==> src/sv/pdtq_pkg.sv <==
// Package with the shared types, codes and defaults of the process dispatcher.
package pdtq_pkg;

  localparam int unsigned QueueDepthDef = 16;
  localparam int unsigned TimeWidthDef  = 16;
  localparam int unsigned FieldW        = 16;

  typedef enum logic [2:0] {
    FUNC_ADD     = 3'd0,
    FUNC_TICK    = 3'd1,
    FUNC_SWITCH  = 3'd2,
    FUNC_IO_DONE = 3'd3,
    FUNC_OTHER   = 3'd4
  } func_e;

  typedef enum logic [3:0] {
    ST_SWITCHED     = 4'd0,
    ST_BLOCKED_JOBS = 4'd1,
    ST_NO_JOBS      = 4'd2,
    ST_BLOCKED_EMPTY = 4'd3,
    ST_MOVED        = 4'd4,
    ST_UNIMPL       = 4'd5,
    ST_LOADED       = 4'd6,
    ST_TO_BLOCKED   = 4'd7,
    ST_FINISHED     = 4'd8,
    ST_DECREMENTED  = 4'd9,
    ST_ACCEPTED     = 4'd10,
    ST_REJECTED     = 4'd11
  } status_e;

  typedef enum logic [2:0] {
    S_IDLE,
    S_EXEC,
    S_LOAD,
    S_MOVE,
    S_RESPOND
  } state_e;

  typedef struct packed {
    logic [2:0]        func;
    logic [FieldW-1:0] job_cpu_time;
    logic [FieldW-1:0] job_start_time;
    logic [FieldW-1:0] job_io_time;
    logic [FieldW-1:0] job_number;
  } in_item_t;

  typedef struct packed {
    logic [3:0]        status;
    logic              running_valid;
    logic [FieldW-1:0] running_cpu_time;
    logic [FieldW-1:0] running_start_time;
    logic [FieldW-1:0] running_io_time;
    logic [FieldW-1:0] running_number;
  } out_item_t;

  typedef struct packed {
    logic    cap_in;
    logic    push_new;
    logic    pop_ready;
    logic    load_run;
    logic    push_run_ready;
    logic    push_run_blocked;
    logic    clear_run;
    logic    dec_cpu;
    logic    move_rd;
    logic    set_status;
    status_e status;
  } ctl_cmd_t;

  typedef struct packed {
    logic [2:0] func;
    logic       full;
    logic       ready_empty;
    logic       blocked_empty;
    logic       run_present;
    logic       cpu_le1;
    logic       io_nz;
    logic       move_pend;
  } dp_stat_t;

endpackage

==> src/sv/pdtq_ram.sv <==
// Generic single-write, single-read memory with a registered read port.
module pdtq_ram #(
  parameter int unsigned WIDTH = 64,
  parameter int unsigned DEPTH = 16
) (
  input  logic                     clk_i,
  input  logic                     we_i,
  input  logic [$clog2(DEPTH)-1:0] waddr_i,
  input  logic [WIDTH-1:0]         wdata_i,
  input  logic                     re_i,
  input  logic [$clog2(DEPTH)-1:0] raddr_i,
  output logic [WIDTH-1:0]         rdata_o
);

  logic [WIDTH-1:0] mem_q [DEPTH];
  logic [WIDTH-1:0] rdata_q;

  always_ff @(posedge clk_i) begin
    if (we_i) begin
      mem_q[waddr_i] <= wdata_i;
    end
    if (re_i) begin
      rdata_q <= mem_q[raddr_i];
    end
  end

  assign rdata_o = rdata_q;

endmodule

==> src/sv/pdtq_ctrl.sv <==
// Controller state machine that sequences each dispatcher item.
module pdtq_ctrl (
  input  logic               clk_i,
  input  logic               rst_ni,
  input  logic               start_i,
  input  pdtq_pkg::dp_stat_t stat_i,
  output pdtq_pkg::ctl_cmd_t cmd_o,
  output logic               busy_o,
  output logic               done_o
);

  import pdtq_pkg::*;

  state_e  state_q, state_d;
  status_e idle_st;
  logic    loads;

  assign idle_st = stat_i.blocked_empty ? ST_NO_JOBS : ST_BLOCKED_JOBS;
  assign loads   = ((func_e'(stat_i.func) == FUNC_TICK && !stat_i.run_present) ||
                    func_e'(stat_i.func) == FUNC_SWITCH) && !stat_i.ready_empty;

  always_ff @(posedge clk_i or negedge rst_ni) begin
    if (!rst_ni) begin
      state_q <= S_IDLE;
    end else begin
      state_q <= state_d;
    end
  end

  always_comb begin
    state_d = state_q;
    unique case (state_q)
      S_IDLE: begin
        if (start_i) begin
          state_d = S_EXEC;
        end
      end
      S_EXEC: begin
        if (loads) begin
          state_d = S_LOAD;
        end else if (func_e'(stat_i.func) == FUNC_IO_DONE && !stat_i.blocked_empty) begin
          state_d = S_MOVE;
        end else begin
          state_d = S_RESPOND;
        end
      end
      S_LOAD: state_d = S_RESPOND;
      S_MOVE: begin
        if (stat_i.blocked_empty && !stat_i.move_pend) begin
          state_d = S_RESPOND;
        end
      end
      S_RESPOND: state_d = S_IDLE;
      default: state_d = S_IDLE;
    endcase
  end

  always_comb begin
    cmd_o = '0;
    cmd_o.status = ST_UNIMPL;
    unique case (state_q)
      S_IDLE: cmd_o.cap_in = start_i;
      S_EXEC: begin
        cmd_o.set_status = 1'b1;
        unique case (func_e'(stat_i.func))
          FUNC_ADD: begin
            if (stat_i.full) begin
              cmd_o.status = ST_REJECTED;
            end else begin
              cmd_o.push_new = 1'b1;
              cmd_o.status   = ST_ACCEPTED;
            end
          end
          FUNC_TICK: begin
            if (!stat_i.run_present) begin
              if (stat_i.ready_empty) begin
                cmd_o.status = idle_st;
              end else begin
                cmd_o.pop_ready  = 1'b1;
                cmd_o.set_status = 1'b0;
              end
            end else if (stat_i.cpu_le1) begin
              cmd_o.clear_run = 1'b1;
              if (stat_i.io_nz) begin
                cmd_o.push_run_blocked = 1'b1;
                cmd_o.status           = ST_TO_BLOCKED;
              end else begin
                cmd_o.status = ST_FINISHED;
              end
            end else begin
              cmd_o.dec_cpu = 1'b1;
              cmd_o.status  = ST_DECREMENTED;
            end
          end
          FUNC_SWITCH: begin
            if (stat_i.ready_empty) begin
              cmd_o.status = idle_st;
            end else begin
              cmd_o.pop_ready  = 1'b1;
              cmd_o.set_status = 1'b0;
            end
          end
          FUNC_IO_DONE: begin
            if (stat_i.blocked_empty) begin
              cmd_o.status = ST_BLOCKED_EMPTY;
            end else begin
              cmd_o.set_status = 1'b0;
            end
          end
          default: cmd_o.status = ST_UNIMPL;
        endcase
      end
      S_LOAD: begin
        cmd_o.load_run   = 1'b1;
        cmd_o.set_status = 1'b1;
        if (func_e'(stat_i.func) == FUNC_SWITCH) begin
          cmd_o.push_run_ready = stat_i.run_present;
          cmd_o.status         = ST_SWITCHED;
        end else begin
          cmd_o.status = ST_LOADED;
        end
      end
      S_MOVE: begin
        cmd_o.move_rd = !stat_i.blocked_empty;
        if (stat_i.blocked_empty && !stat_i.move_pend) begin
          cmd_o.set_status = 1'b1;
          cmd_o.status     = ST_MOVED;
        end
      end
      S_RESPOND: cmd_o.set_status = 1'b0;
      default: cmd_o.set_status = 1'b0;
    endcase
  end

  assign busy_o = (state_q != S_IDLE);
  assign done_o = (state_q == S_RESPOND);

`ifndef SYNTHESIS
  a_accept_busy: assert property (@(posedge clk_i) disable iff (!rst_ni)
    start_i && !busy_o |=> busy_o)
    else $error("Controller did not go busy after accepting an item.");
  a_done_single: assert property (@(posedge clk_i) disable iff (!rst_ni)
    done_o |=> !done_o)
    else $error("Result strobe lasted more than one cycle.");
  a_load_after_exec: assert property (@(posedge clk_i) disable iff (!rst_ni)
    state_q == S_LOAD |-> $past(state_q) == S_EXEC)
    else $error("Load step was not preceded by a decode step.");
`endif

endmodule

==> src/sv/pdtq_datapath.sv <==
// Datapath with the ready and blocked queues, the running slot and the result register.
module pdtq_datapath #(
  parameter int unsigned QUEUE_DEPTH = pdtq_pkg::QueueDepthDef,
  parameter int unsigned TIME_WIDTH  = pdtq_pkg::TimeWidthDef
) (
  input  logic                clk_i,
  input  logic                rst_ni,
  input  pdtq_pkg::in_item_t  in_i,
  input  pdtq_pkg::ctl_cmd_t  cmd_i,
  output pdtq_pkg::dp_stat_t  stat_o,
  output pdtq_pkg::out_item_t res_o
);

  import pdtq_pkg::*;

  localparam int unsigned IdxW = $clog2(QUEUE_DEPTH);
  localparam int unsigned CntW = $clog2(QUEUE_DEPTH + 1);
  localparam int unsigned JobW = 4 * TIME_WIDTH;
  localparam logic [CntW:0]   DepthC  = (CntW + 1)'(QUEUE_DEPTH);
  localparam logic [IdxW-1:0] LastIdx = IdxW'(QUEUE_DEPTH - 1);

  in_item_t            in_q;
  status_e             status_q, status_d;
  logic [IdxW-1:0]     rhead_q, rhead_d, bhead_q, bhead_d;
  logic [CntW-1:0]     rcount_q, rcount_d, bcount_q, bcount_d;
  logic                present_q, present_d;
  logic                pend_q, pend_d;
  logic [TIME_WIDTH-1:0] cpu_q, cpu_d, start_q, start_d, io_q, io_d, num_q, num_d;

  logic [CntW:0]       rsum, bsum, total;
  logic [IdxW-1:0]     rtail, btail;
  logic                rdy_we, blk_we;
  logic [JobW-1:0]     rdy_wdata, rdy_rdata, blk_wdata, blk_rdata, new_job, run_job;

  assign rsum  = (CntW + 1)'(rhead_q) + (CntW + 1)'(rcount_q);
  assign bsum  = (CntW + 1)'(bhead_q) + (CntW + 1)'(bcount_q);
  assign rtail = (rsum >= DepthC) ? IdxW'(rsum - DepthC) : IdxW'(rsum);
  assign btail = (bsum >= DepthC) ? IdxW'(bsum - DepthC) : IdxW'(bsum);
  assign total = (CntW + 1)'(rcount_q) + (CntW + 1)'(bcount_q) + (CntW + 1)'(present_q);

  assign new_job = {TIME_WIDTH'(in_q.job_cpu_time), TIME_WIDTH'(in_q.job_start_time),
                    TIME_WIDTH'(in_q.job_io_time), TIME_WIDTH'(in_q.job_number)};
  assign run_job = {cpu_q, start_q, io_q, num_q};

  assign rdy_we    = cmd_i.push_new || cmd_i.push_run_ready || pend_q;
  assign rdy_wdata = pend_q ? blk_rdata : (cmd_i.push_new ? new_job : run_job);
  assign blk_we    = cmd_i.push_run_blocked;
  assign blk_wdata = {{TIME_WIDTH{1'b0}}, start_q, {TIME_WIDTH{1'b0}}, num_q};

  pdtq_ram #(
    .WIDTH(JobW),
    .DEPTH(QUEUE_DEPTH)
  ) u_ready_ram (
    .clk_i  (clk_i),
    .we_i   (rdy_we),
    .waddr_i(rtail),
    .wdata_i(rdy_wdata),
    .re_i   (cmd_i.pop_ready),
    .raddr_i(rhead_q),
    .rdata_o(rdy_rdata)
  );

  pdtq_ram #(
    .WIDTH(JobW),
    .DEPTH(QUEUE_DEPTH)
  ) u_blocked_ram (
    .clk_i  (clk_i),
    .we_i   (blk_we),
    .waddr_i(btail),
    .wdata_i(blk_wdata),
    .re_i   (cmd_i.move_rd),
    .raddr_i(bhead_q),
    .rdata_o(blk_rdata)
  );

  always_comb begin
    rhead_d   = rhead_q;
    rcount_d  = rcount_q;
    bhead_d   = bhead_q;
    bcount_d  = bcount_q;
    present_d = present_q;
    cpu_d     = cpu_q;
    start_d   = start_q;
    io_d      = io_q;
    num_d     = num_q;
    status_d  = status_q;
    pend_d    = cmd_i.move_rd;
    if (rdy_we) begin
      rcount_d = rcount_q + 1'b1;
    end else if (cmd_i.pop_ready) begin
      rcount_d = rcount_q - 1'b1;
    end
    if (cmd_i.pop_ready) begin
      rhead_d = (rhead_q == LastIdx) ? '0 : rhead_q + 1'b1;
    end
    if (cmd_i.move_rd) begin
      bhead_d  = (bhead_q == LastIdx) ? '0 : bhead_q + 1'b1;
      bcount_d = bcount_q - 1'b1;
    end else if (blk_we) begin
      bcount_d = bcount_q + 1'b1;
    end
    if (cmd_i.load_run) begin
      present_d = 1'b1;
      cpu_d     = rdy_rdata[4*TIME_WIDTH-1 -: TIME_WIDTH];
      start_d   = rdy_rdata[3*TIME_WIDTH-1 -: TIME_WIDTH];
      io_d      = rdy_rdata[2*TIME_WIDTH-1 -: TIME_WIDTH];
      num_d     = rdy_rdata[TIME_WIDTH-1 -: TIME_WIDTH];
    end else if (cmd_i.clear_run) begin
      present_d = 1'b0;
      cpu_d     = '0;
      start_d   = '0;
      io_d      = '0;
      num_d     = '0;
    end else if (cmd_i.dec_cpu) begin
      cpu_d = cpu_q - 1'b1;
    end
    if (cmd_i.set_status) begin
      status_d = cmd_i.status;
    end
  end

  always_ff @(posedge clk_i or negedge rst_ni) begin
    if (!rst_ni) begin
      rhead_q   <= '0;
      rcount_q  <= '0;
      bhead_q   <= '0;
      bcount_q  <= '0;
      present_q <= 1'b0;
      pend_q    <= 1'b0;
      cpu_q     <= '0;
      start_q   <= '0;
      io_q      <= '0;
      num_q     <= '0;
    end else begin
      rhead_q   <= rhead_d;
      rcount_q  <= rcount_d;
      bhead_q   <= bhead_d;
      bcount_q  <= bcount_d;
      present_q <= present_d;
      pend_q    <= pend_d;
      cpu_q     <= cpu_d;
      start_q   <= start_d;
      io_q      <= io_d;
      num_q     <= num_d;
    end
  end

  always_ff @(posedge clk_i) begin
    if (cmd_i.cap_in) begin
      in_q <= in_i;
    end
    status_q <= status_d;
  end

  assign stat_o.func          = in_q.func;
  assign stat_o.full          = (total >= DepthC);
  assign stat_o.ready_empty   = (rcount_q == '0);
  assign stat_o.blocked_empty = (bcount_q == '0);
  assign stat_o.run_present   = present_q;
  assign stat_o.cpu_le1       = (cpu_q <= TIME_WIDTH'(1));
  assign stat_o.io_nz         = (io_q != '0);
  assign stat_o.move_pend     = pend_q;

  assign res_o.status             = status_q;
  assign res_o.running_valid      = present_q;
  assign res_o.running_cpu_time   = FieldW'(cpu_q);
  assign res_o.running_start_time = FieldW'(start_q);
  assign res_o.running_io_time    = FieldW'(io_q);
  assign res_o.running_number     = FieldW'(num_q);

`ifndef SYNTHESIS
  a_occupancy: assert property (@(posedge clk_i) disable iff (!rst_ni)
    total <= DepthC)
    else $error("More jobs held than the queue depth allows.");
  a_pop_nonempty: assert property (@(posedge clk_i) disable iff (!rst_ni)
    cmd_i.pop_ready |-> rcount_q != '0)
    else $error("Ready queue popped while empty.");
  a_load_after_pop: assert property (@(posedge clk_i) disable iff (!rst_ni)
    cmd_i.load_run |-> $past(cmd_i.pop_ready))
    else $error("Running slot loaded without a preceding ready read.");
`endif

endmodule

==> src/sv/process_dispatcher_two_queue.sv <==
// Top level of the FIFO process dispatcher with ready and blocked queues.
// An item is taken when start is high and busy is low; exactly one result follows, shown
// for one cycle with done_o high, and it cannot be held off. An add, a tick that needs no
// queue read, a switch or tick with nothing to load, an empty I/O-complete and an unknown
// code go from the decode state straight to the result state. A tick or switch that loads
// the running slot passes through a load state first, because the ready queue memory has a
// registered read. An I/O-complete with blocked jobs passes through a move state, moving
// one job per cycle from the blocked memory read port to the ready memory write port
// until the blocked queue is empty. The result shows in the result state, the last before
// idle. Every result reports the running slot after the item.
module process_dispatcher_two_queue #(
  parameter int unsigned QUEUE_DEPTH = pdtq_pkg::QueueDepthDef,
  parameter int unsigned TIME_WIDTH  = pdtq_pkg::TimeWidthDef
) (
  input  logic                clk_i,
  input  logic                rst_ni,
  input  logic                start,
  output logic                busy,
  input  pdtq_pkg::in_item_t  item_i,
  output logic                done_o,
  output pdtq_pkg::out_item_t result_o
);

  import pdtq_pkg::*;

  ctl_cmd_t cmd;
  dp_stat_t stat;

  pdtq_ctrl u_ctrl (
    .clk_i  (clk_i),
    .rst_ni (rst_ni),
    .start_i(start),
    .stat_i (stat),
    .cmd_o  (cmd),
    .busy_o (busy),
    .done_o (done_o)
  );

  pdtq_datapath #(
    .QUEUE_DEPTH(QUEUE_DEPTH),
    .TIME_WIDTH (TIME_WIDTH)
  ) u_datapath (
    .clk_i (clk_i),
    .rst_ni(rst_ni),
    .in_i  (item_i),
    .cmd_i (cmd),
    .stat_o(stat),
    .res_o (result_o)
  );

endmodule
==> config.mk <==
export PLATFORM = sky130hd
export DESIGN_NAME = process_dispatcher_two_queue
export DESIGN_NICKNAME = d
export VERILOG_FILES = /design/src/sv/pdtq_pkg.sv /design/src/sv/pdtq_ram.sv /design/src/sv/pdtq_ctrl.sv /design/src/sv/pdtq_datapath.sv /design/src/sv/process_dispatcher_two_queue.sv
export SDC_FILE = /design/constraint.sdc
export NUM_CORES = 2
export LEC_CHECK = 0
export BUFFER_PORTS_ARGS = -buffer_cell sky130_fd_sc_hd__buf_4
export CAP_MARGIN = 5
export CORE_MARGIN = 8
export CORE_UTILIZATION = 50
export DETAILED_ROUTE_END_ITERATION = 7
export GPL_TIMING_DRIVEN = 0
export PLACE_DENSITY_LB_ADDON = 0.3
export SYNTH_ARGS = -nofsm -noshare
export SYNTH_HDL_FRONTEND = slang
export SYNTH_SLANG_ARGS = --single-unit
==> constraint.sdc <==
create_clock -name clk_i -period 8.45 [get_ports clk_i]
set_input_delay 1.2675 -clock clk_i [delete_from_list [all_inputs] [get_ports clk_i]]
set_output_delay 1.2675 -clock clk_i [all_outputs]
set_load 0.01 [all_outputs]
# After elaboration in Yosys (flattened, before gate mapping)
# Memory sizes are Yosys's and may differ from the RTL's. A register that Yosys moved wholly into a read port is not among the register bits.
# Cells that the tools add are included.
# totals
reg_bits,222
input_bits,70
mem_bits_rw,1536
mem_count,2
# mem_list
memory,depth,word_bits,read_ports,rd_ports_with_merged_regs,write_ports,line_no,text
u_datapath.u_ready_ram.mem_q,16,64,1,1,1,pdtq_ram.sv:15,logic [WIDTH-1:0] mem_q [DEPTH];
u_datapath.u_blocked_ram.mem_q,16,32,1,1,1,pdtq_ram.sv:15,
# op_classes
mux,60
add_sub_neg,13
reduce_logical,22
magnitude_cmp,4
n_eq_ne,11
# op_table
op,count
$mux 64,2
$mux 16,7
$mux 4,8
$mux 3,9
$mux 5,5
$mux 1,19
$ge 6x5->1 const B,3
$le 16x1->1 const B,1
$pmux 4 s4,1
$reduce_bool 16->1,1
$sub 16x1->16 const B,1
$add 4x5->6,2
$eq 3x2->1 const B,4
$pmux 3 s4,1
$pmux 4 s3,1
$add 5x1->5 const B,2
$logic_not 5->1,2
$sub 5x1->5 const B,2
$add 4x1->4 const B,2
$eq 4x4->1 const B,2
$mux 2,4
$sub 4x1->4 const B,2
$add 5x5->6,1
$add 6x1->6,1
13 further kinds,27

# Longest topological paths before layout
# logic_depth
depth_word,10
ltp_mapped,11
mapped_depth_nobuf,10

# Cells and area by module
# A second synthesis with hierarchy kept.
# unflattened
cells_unflattened,4014
hier_area_um2,88472.4
# by_module_without_submodules
module,cells_per_inst,area_per_inst_um2,n_inst,seq_area_each_um2
pdtq_ram,1647,40222.3,2,32671.3
pdtq_datapath,656,7563.5,1,4234.1
pdtq_ctrl,64,464.2,1,75.1

# Least setup slack after synthesis
# OpenSTA, ideal clock, no wires.
# synth_path
path_type,reg2reg
startpoint,reg u_datapath.rhead_q[1]
endpoint,mem u_datapath.u_ready_ram.mem_q[14][0] (enable)
path_buffers,3
setup_ns,0.565
setup_slack_ns,1.439
stages_incl_launch_ff,9
synth_period_minus_slack_ns,7.011
t_required_ns,7.885
arrival_ns,6.447
cell_sequence,dfrtp_1 clkbuf_1 clkbuf_1 buf_1 inv_1 fa_1 xnor2_1 nand2_1 nor3_1
# synth_between
elab_chain_cells,3
elab_cells_between_ends,4
# synth_rtl
element,line_no,text
start: declaration,pdtq_datapath.sv:24,"logic [IdxW-1:0] rhead_q, rhead_d, bhead_q, bhead_d;"
start signal: assignment,pdtq_datapath.sv:135,rhead_q <= rhead_d;
$add 4x5->6 *,pdtq_datapath.sv:35,assign rsum = (CntW + 1)'(rhead_q) + (CntW + 1)'(rcount_q);
$ge 6x5->1 / $sub 4x1->4 (equally long branches),pdtq_datapath.sv:37,assign rtail = (rsum >= DepthC) ? IdxW'(rsum - DepthC) : IdxW'(rsum);
$mux 4 *,pdtq_datapath.sv:37,
end: declaration,pdtq_ram.sv:15,
# Mark *: on every way between the ends. The rest lies on a longest branch, timed or not.

# Worst setup path in the final report
# layout_path
startpoint,reg u_datapath.rhead_q[1]
endpoint,mem u_datapath.u_ready_ram.mem_q[10][20] (enable)
# Same word-level chain as after synthesis.

==> impl_metrics.ini <==
[status]
outcome = finished clean

[logic_synthesis]
yosysMostFrequentCell = edfxtp_1
seq_area_frac_synth_pct = 77.7
synth_common_cells = 1703 x edfxtp_1, 384 x mux4_2, 171 x nand2_1
synth_fp_nets = 3327
synth_area_um2 = 68600
ys_warn_count = 0
ys_types = 63
ys_ff_latch = 1790
synth.area.top_cells = edfxtp_1 75%, mux4_2 13%, dfrtp_1 3.2%, mux2i_1 1.9%, nand2_1 0.94%
synthXorXnorAreaFrac_pct = 0.306
synth_edf_count = 1703
synthMuxAreaShare_pct = 15.1
synth_top_flop_cell = edfxtp_1
syn_area_per_cell_um2 = 21.2
syn_inst = 3232
yosysTopAreaCell = edfxtp_1
synth_top_area_share_pct = 74.5
synth_compound_area_share_pct = 3.27
synthAdderAreaFrac_pct = 0.500
synth_top_family_by_area = multiplexers
synthArstFlopShare_pct = 4.86
synthSimpleGateAreaFrac_pct = 2.01

[power_and_ir_drop]
power.switching_uw = 6770
p_total_uw = 24200
power_frac_comb_pct = 20.7
pwr-share-clk_pct = 31.0
leakagePower_uw = 0.0255
power.density_nw_per_um2 = 303
internal_power_uw = 17500
switching_share_pct = 27.9
irDropWorstVdd_v = 0.000238
pwr-share-seq_pct = 48.3

[sta]
tightestPinTransition_ns = 1.31
slew_headroom_pct = 12.8
layout_setup_ws_ns = 2.94
post-route-period-util_pct = 65.2
hold_viol = 0
rsz0062_at_grt = false
finClkSkew_ns = 0.0299
drv_slew = 0
setup_viol = 0
clock.fmax_ghz = 0.181
timing.final.crit_period_ns = 5.51

[clock_tree]
htree_levels = 4
cts_sinks = 1790
cts_root_buf = clkbuf_16
cts_resized = 0
cts_buffers = 174
cts_tree = yes
clk_pin_slew_ns = 0.06
ctsHoldBuffers = 0
cts_setup_buffers = 0
clk-insertion-delay-late_ns = 0.80
cts-root-to-sink-buffers = 3

[floorplan]
dieHeight_um = 386
core_um2 = 137000
fp.dieW_um = 386
rows = 136
die_area_um2 = 149000
initial_core_util_pct = 50.1
num_io_pins = 141

[worst_setup_path]
crit_path_max_fanout = 10
reg2regPathDepth = 13
r2r_slack_ns = 2.94
critPathKind = flip-flop to flip-flop
rr_endpoint = u_datapath.u_ready_ram.mem_q[10][20]
r2r_start = u_datapath.rhead_q[1]
required_ns = 8.94
cp.arrival_ns = 6.01
start_kind = flip-flop
end_kind = flip-flop

[placed_design]
dp_cells = 5299
dpl_cell_area_um2 = 74300
place_ws_ns = 3.09
place_congestion = 0.837
place_hpwl_mm = 114
port_buffers = 140

[global_routing]
grt_pass1_wl_mm = 252
grt_pass1_vias = 35500
antenna_found_initial = 3
grt_max_degree = 49
track_usage_pct = 23.2
gr-total-overflow = 0

[final_layout]
drive_above_1_share_pct = 26.7
nNetsFinal = 3783
stdcell_count = 5627
final_core_util_pct = 58.4
area_growth_pct = 16.5
antenna_cells = 0
finish.instance_area_um2 = 79900

[routing]
detail-route-antenna-nets = 0
drt_iter0_markers = 4231
drc = 0
firstDrtPassIters = 5
vias_per_cell = 6.25
vias = 35200
wirelength_mm = 176
routedWlPerCell_um = 31.3

[hold_path]
whs_endpoint = u_datapath.num_q[9]
hold_path.class = flip-flop to flip-flop
hold-path-cell-count = 1
min_from = u_datapath.u_ready_ram.rdata_o[9]

[flow_run]
cap_violations = 0
## per-layer routing
layer / track usage [%] / part of all wire, % / vias up
met5: 0 / 0.011 / -
met4: 6.82 / 2.8 / 2
met3: 4.84 / 9.0 / 301
met2: 37.9 / 49 / 1901
met1: 31.9 / 39 / 18600
li1: - / - / 14300
## cell type report
| cell class | count | area (um2) |
|---|---|---|
| Buffer | 174 | 723 |
| Clock buffer | 243 | 4880 |
| Clock inverter | 78 | 657 |
| Fill cell | 9762 | 56900 |
| Inverter | 14 | 52.6 |
| Multi-Input combinational cell | 1254 | 14800 |
| Sequential cell | 1790 | 53300 |
| Tap cell | 1794 | 2240 |
| Timing Repair Buffer | 280 | 3260 |
## per-stage QoR
| step | setup TNS [ns] | hold slack (ns) |
|---|---|---|
| finish | 0 | 0.466 |
| global route | 0 | 0.472 |
| CTS | 0 | 0.469 |
| detailed placement | 0 | 0.455 |
| global placement | -3084.48 | 0.452 |
| floorplan | 0 | 0.426 |
## power groups by stage
stage / logic, uW / clock network, uW / registers [uW]
5_1_grt: 5340 / 7940 / 11800
4_1_cts: 5020 / 7600 / 11700
2_1_floorplan: 3060 / 0 / 11600
3_3_place_gp: 4650 / 0 / 11900
6_report: 5020 / 7520 / 11700
3_5_place_dp: 4990 / 0 / 11900
## cell families (layout without fill, tap and decap cells)
| family | after synthesis | in the layout |
|---|---|---|
| AOI/OAI and AO/OA | 352 | 352 |
| buffers and inverters | 188 | 789 |
| and+or+nand+nor | 305 | 305 |
| adders and majority gates | 25 | 25 |
| xor gates and xnor gates | 24 | 24 |
| DFF | 1790 | 1790 |
| muxes | 548 | 548 |
## sequential cells by signal (all words and copies together), names as in the netlist, 32 cells and up
name,cells
u_datapath.in_q,64
u_datapath.u_blocked_ram.mem_q,512
u_datapath.u_blocked_ram.rdata_o,32
u_datapath.u_ready_ram.mem_q,1024
u_datapath.u_ready_ram.rdata_o,64
## how the worst max path moves through the flow
stage	startpoint	endpoint	cells past startpoint
5_1_grt	u_datapath.rhead_q[1]	u_datapath.u_ready_ram.mem_q[10][20]	13
2_1_floorplan	u_datapath.rhead_q[1]	u_datapath.u_ready_ram.mem_q[14][0]	8
6_report	u_datapath.rhead_q[1]	u_datapath.u_ready_ram.mem_q[10][20]	13
4_1_cts	u_datapath.rhead_q[1]	u_datapath.u_ready_ram.mem_q[10][20]	13
3_3_place_gp	u_datapath.rhead_q[1]	u_datapath.u_ready_ram.mem_q[2][22]	8
3_5_place_dp	u_datapath.rhead_q[1]	u_datapath.u_ready_ram.mem_q[10][20]	13
## layout by cell type, fill, tap and decap left out, types with 20 or more instances in the layout
master        n
buf_12       37
dfrtp_1      87
a22o_1       48
mux2i_1     133
buf_16       23
mux4_2      384
nor2_4       28
clkbuf_1    163
a22oi_1      33
clkinv_1     20
nand2_1     171
buf_4       161
clkinv_2     33
o21ai_1      24
edfxtp_1   1703
o21ai_0      92
buf_1        32
clkbuf_16   176
buf_6        52
clkbuf_8     22
buf_2        21
mux2_2       30
ha_1         21
a21oi_1      87
a221oi_1     32
## critical path: stages, from the launching register on
cell	delay, ns
dfrtp_1	0.37
clkbuf_1	0.45
clkbuf_1	0.74
buf_1	0.71
inv_1	0.20
fa_1	0.49
xor2_1	0.24
nand2_1	0.31
nor3_2	0.74
buf_6	0.24
buf_6	0.17
buf_6	0.18
buf_6	0.15
buf_6	0.17
(Power assumes the default switching activity.)
